<file path="src/hw/rtl/nttg_pkg.sv">
`timescale 1ns / 1ps
// ----------------------------------------------------------------------------
// nttg_pkg
// Shared constants and modular arithmetic helpers for the twiddle generator.
// ----------------------------------------------------------------------------
package nttg_pkg;

    localparam int unsigned VAL_W      = 23;
    localparam int unsigned IDX_W      = 8;
    localparam int unsigned INDEX_BITS = 8;
    localparam logic [VAL_W-1:0] MODULUS   = 23'd8380417;
    localparam logic [VAL_W-1:0] ROOT_INIT = 23'd1753;
    localparam int unsigned PROD_W = 2 * VAL_W;
    // Register stages in one modular multiplier
    localparam int unsigned MUL_LAT = 3;

    // Reduce a value below 2^23 into [0, MODULUS).
    function automatic logic [VAL_W-1:0] fold(input logic [VAL_W-1:0] v);
        logic [VAL_W-1:0] r;
        r = (v >= MODULUS) ? (v - MODULUS) : v;
        return r;
    endfunction

    // Reverse the low INDEX_BITS bits of an index.
    function automatic logic [INDEX_BITS-1:0] bit_rev(input logic [IDX_W-1:0] v);
        logic [INDEX_BITS-1:0] r;
        for (int i = 0; i < INDEX_BITS; i++) begin
            r[i] = v[INDEX_BITS-1-i];
        end
        return r;
    endfunction

    typedef struct packed {
        logic [VAL_W-1:0]      acc;
        logic [VAL_W-1:0]      base;
        logic [INDEX_BITS-1:0] expo;
        logic                  last;
    } step_t;

endpackage

</file>
<file path="src/hw/rtl/nttg_mulmod.sv">
`timescale 1ns / 1ps
// ----------------------------------------------------------------------------
// nttg_mulmod
// Pipelined a*b mod MODULUS: multiply, then reduce over two stages.
// Registers prod_reg, then q_reg with rem_reg, then p; advances when en is high.
// ----------------------------------------------------------------------------
module nttg_mulmod (
    input  logic                      aclk,
    input  logic                      en,
    input  logic [nttg_pkg::VAL_W-1:0] a,
    input  logic [nttg_pkg::VAL_W-1:0] b,
    output logic [nttg_pkg::VAL_W-1:0] p
);
    import nttg_pkg::*;

    logic [PROD_W-1:0]  prod_reg;
    logic [PROD_W-1:0]  prod_next;
    logic [VAL_W-1:0]   q_reg;
    logic [24:0]        rem_reg;
    logic [VAL_W-1:0]   r_next;
    logic [PROD_W-1:0]  qm;
    logic [24:0]        r25;

    assign prod_next = PROD_W'(a) * PROD_W'(b);

    // Quotient estimate: q = ((x >> 22) * floor(2^46 / M)) >> 24,
    // at most two below the true quotient, fixed by the folds below.
    localparam logic [VAL_W:0] RECIP = (VAL_W+1)'((64'd1 << PROD_W) / 64'(MODULUS));
    logic [2*VAL_W+1:0] qmul;
    assign qmul = (2*VAL_W+2)'(prod_reg[PROD_W-1:VAL_W-1]) * (2*VAL_W+2)'(RECIP);

    always_ff @(posedge aclk) begin
        if (en) begin
            prod_reg <= prod_next;
            q_reg    <= qmul[2*VAL_W:VAL_W+1];
            rem_reg  <= prod_reg[24:0];
            p        <= r_next;
        end
    end

    // Remainder is below 3*M, which fits in 25 bits.
    assign qm  = PROD_W'(q_reg) * PROD_W'(MODULUS);
    assign r25 = rem_reg - qm[24:0];
    always_comb begin
        logic [24:0] t;
        t = r25;
        if (t >= 25'(MODULUS)) t = t - 25'(MODULUS);
        if (t >= 25'(MODULUS)) t = t - 25'(MODULUS);
        r_next = t[VAL_W-1:0];
    end
endmodule

</file>
<file path="src/hw/rtl/nttg_step.sv">
`timescale 1ns / 1ps
// ----------------------------------------------------------------------------
// nttg_step
// One square-and-multiply round: acc*=base if exponent bit set; base*=base.
// ----------------------------------------------------------------------------
module nttg_step (
    input  logic                 aclk,
    input  logic                 en,
    input  nttg_pkg::step_t      din,
    output nttg_pkg::step_t      dout
);
    import nttg_pkg::*;

    logic [VAL_W-1:0] acc_prod;
    logic [VAL_W-1:0] sq_prod;
    logic [MUL_LAT-1:0]    use_reg;
    logic [INDEX_BITS-1:0] expo_reg [MUL_LAT];
    logic [MUL_LAT-1:0]    last_reg;
    logic [VAL_W-1:0] acc_reg [MUL_LAT];

    nttg_mulmod u_mul (.aclk(aclk), .en(en), .a(din.acc),  .b(din.base), .p(acc_prod));
    nttg_mulmod u_sq  (.aclk(aclk), .en(en), .a(din.base), .b(din.base), .p(sq_prod));

    always_ff @(posedge aclk) begin
        if (en) begin
            use_reg[0]  <= din.expo[0];
            expo_reg[0] <= din.expo >> 1;
            last_reg[0] <= din.last;
            acc_reg[0]  <= din.acc;
            for (int i = 1; i < MUL_LAT; i++) begin
                use_reg[i]  <= use_reg[i-1];
                expo_reg[i] <= expo_reg[i-1];
                last_reg[i] <= last_reg[i-1];
                acc_reg[i]  <= acc_reg[i-1];
            end
        end
    end

    assign dout.acc  = use_reg[MUL_LAT-1] ? acc_prod : acc_reg[MUL_LAT-1];
    assign dout.base = sq_prod;
    assign dout.expo = expo_reg[MUL_LAT-1];
    assign dout.last = last_reg[MUL_LAT-1];
endmodule

</file>
<file path="config.mk">
export PLATFORM = sky130hd
export DESIGN_NAME = nttg_step
export DESIGN_NICKNAME = d
export VERILOG_FILES = /design/src/hw/rtl/nttg_pkg.sv /design/src/hw/rtl/nttg_mulmod.sv /design/src/hw/rtl/nttg_step.sv
export SDC_FILE = /design/constraint.sdc
export NUM_CORES = 2
export LEC_CHECK = 0
export BUFFER_PORTS_ARGS = -buffer_cell sky130_fd_sc_hd__buf_2
export CAP_MARGIN = 20
export CORE_MARGIN = 2
export CORE_UTILIZATION = 50
export CTS_BUF_LIST = sky130_fd_sc_hd__clkbuf_16
export CTS_CLUSTER_SIZE = 20
export DETAILED_ROUTE_END_ITERATION = 10
export PLACE_DENSITY = 0.66
export SETUP_SLACK_MARGIN = 0.05
export SYNTH_ARGS = -nofsm -noshare
export SYNTH_HDL_FRONTEND = slang
export SYNTH_SLANG_ARGS = --single-unit
</file>
<file path="constraint.sdc">
create_clock -name aclk -period 10.7 [get_ports aclk]
set_clock_uncertainty 0.1 [all_clocks]
set_input_delay 0.535 -clock aclk [delete_from_list [all_inputs] [get_ports aclk]]
set_output_delay 0.535 -clock aclk [all_outputs]
set_load 0.02 [all_outputs]
</file>
==> metrics <==
status completed; syn_area_per_cell 9.942 µm²; max reg flops 69; worst-margin pin slew 1052 ps; htree depth 2; Fin. Hold Viols 0; HP Class in2reg; Longest Clk Path Bufs 3; placement row count 127; mux share of post-synthesis cell area 0.6138%; largest family of logic cells by synthesized area adder cells; CTS tree built; Fillers 10.79k; 1st-iter DRT viols 2325; fin crit period just over 9000 ps; Post-Syn Area 0.06054 mm²; Die ar. 0.1239 mm²; Layout area overhead 5.276%; Synth Area in Compound Gates under 10%; total grt overflow 0; Final Wtd Congestion 0.9020; core area 0.1200 mm²; yosys warns 0; nets roughly 8.0k; Sink Count 328; Total GRT Usage 21.73%; Max Clk Rate 0.1089 GHz; Simple-Gate Fraction of Synth Area 11.33%; Port Buf Inserts 110; Max FO, Critical Path 13; Rel. slew slack approximately 30%; Cells after Synth 6090; synth unique cells 107; ant diodes 0; setup tns final 0 ps; RSZ-0062 raised after global routing false; final WL 129900 µm; initial antenna violation count 5; IO Pins 112; chip height 352.0 µm; final number of max-transition violations 0; # hold bufs at CTS 2; sequential area share after synthesis 16.27%; largest net degree at the start of global routing ~150; share of layout cells above drive strength 1 4.447%; DRT antenna net count 0; clock buffer count from CTS 35; fin util approximately 53%; Vias roughly 41k; final setup violation count 0; post-CTS setup buffers 0; CTS root buf clkbuf_16; Synth Net Count roughly 8k; Skew-Pair Late Insertion Delay between 500 and 600 ps; WP data arrival between 9000 and 10000 ps; max cap viols 0; Via density 5.274; Die X 352.0 µm; post_cts resized 0; Worst setup EP type flop; placed wire-length estimate 108100 µm; synthesized-area fraction occupied by adder cells 51.23%; critical path required time 10910 ps; flop and latch count out of synthesis 328; vias in the first global route between 40k and 50k; xor/xnor cell area share of the yosys netlist 4.077%; number of synthesized flops with an enable pin 328; Initial Util 50.47%; WS Path Type reg2reg; Synth Flop Type edfxtp_1; first-pass GRT wire length about 220000 µm; crit start category flop; drt pass-1 iters 5; Remaining DRCs 0; fin crit share 85.79%; ys async rst share 0%; clock slew at reported path FFs 60 ps; drt wl/cell 16.86 µm
metal layers:
metal	GRT usage (%)	wire [µm]
met1	31.29	60090
met2	36.32	61900
met3	1.798	5940
met4	3.820	1952
met5	0	26
final cells by class:
| cell class | instances | area [µm²] | share of cell area, % |
|---|---|---|---|
| Inverter | 1404 | 5270 | 8.268 |
| Timing Repair Buffer | 139 | 815.8 | 1.280 |
| Clock inverter | 25 | 247.7 | 0.3887 |
| Tap cell | 1612 | 2017 | 3.164 |
| Multi-Input combinational cell | 4162 | 44640 | 70.03 |
| Clock buffer | 36 | 900.9 | 1.413 |
| Sequential cell | 328 | 9849 | 15.45 |
cell usage after synthesis, types with 37 or more instances:
master | instances | area (µm²)
nor2b_1 | 37 | 231.5
xnor2_1 | 203 | 1778
clkbuf_1 | 172 | 645.6
nor2_1 | 169 | 634.4
fa_1 | 1015 | 20320
ha_1 | 855 | 10700
nand2_1 | 617 | 2316
a21oi_1 | 143 | 715.7
a21o_1 | 76 | 570.6
xor2_1 | 70 | 613.1
nand2b_1 | 41 | 256.5
edfxtp_1 | 328 | 9849
nor3_1 | 63 | 315.3
and2_1 | 274 | 1714
o21ai_0 | 82 | 410.4
nand3_1 | 64 | 320.3
inv_1 | 1404 | 5270
path summary, 6_finish.rpt:
check	startpoint	endpoint	slack [ps]	cells after the start
worst max-delay path	u_sq.q_reg[1]	u_sq.p[7]	1520	27
worst min-delay path	din[7]	expo_reg[0][5]	40	1
worst max register to register	u_sq.q_reg[1]	u_sq.p[7]	1520	27
worst min register to register	u_sq.prod_reg[12]	u_sq.rem_reg[12]	310	0
stage by stage:
step	instances	cell area, µm²	hold WS (ps)	worst slack (ps)
finish	7706	63740	39.54	1520
global route	7706	63740	9.675	1126
CTS	7705	63710	1.980	1572
detailed placement	7642	62540	304.5	1592
global placement	7642	62540	300.5	1807
floorplan	6090	60540	300.3	2503
cells in the final DEF (no fill, tap or decap), types with 19 or more instances in the layout:
master     instances
a31oi_1           19
nand4_1           22
nor2b_1           37
buf_2            109
clkbuf_16         36
a211oi_1          22
o211ai_1          20
inv_1           1410
a21oi_1          143
and2_1           274
o21a_1            28
edfxtp_1         328
ha_1             855
fa_1            1015
nand3_1           64
xnor2_1          203
nand2_1          617
nor2_1           169
buf_4             25
o21ai_1           21
mux2_2            25
o21ai_0           82
xor2_1            70
nand2b_1          41
and3_1            26
nor3_1            63
a21o_1            76
critical path: stages (launching register included):
cell and delay (ps):
edfxtp_1 500, inv_1 160, fa_1 580, inv_1 60, ha_1 270, ha_1 290
inv_1 70, fa_1 450, fa_1 520, fa_1 430, fa_1 490, inv_1 50
fa_1 370, xnor2_1 190, xnor2_1 150, xnor2_1 140, xnor3_1 520, a2111oi_0 450
a22oi_1 210, o22a_1 380, nor2_1 740, xnor2_1 230, ha_1 250, nor4_1 350
a211o_1 430, nor2_1 150, and3_1 220, or2_1 220
cell families after synthesis:
| logic type | count (synthesis) |
|---|---|
| AOI/OAI and AO/OA | 566 |
| buffers and inverters | 1600 |
| muxes | 34 |
| other | 1 |
| adders and majority gates | 1870 |
| xor gates and xnor gates | 277 |
| DFF | 328 |
| and+or+nand+nor | 1414 |
Power is not shown: default switching activity piles up to over one toggle a cycle in this logic, so the estimate is an artifact.
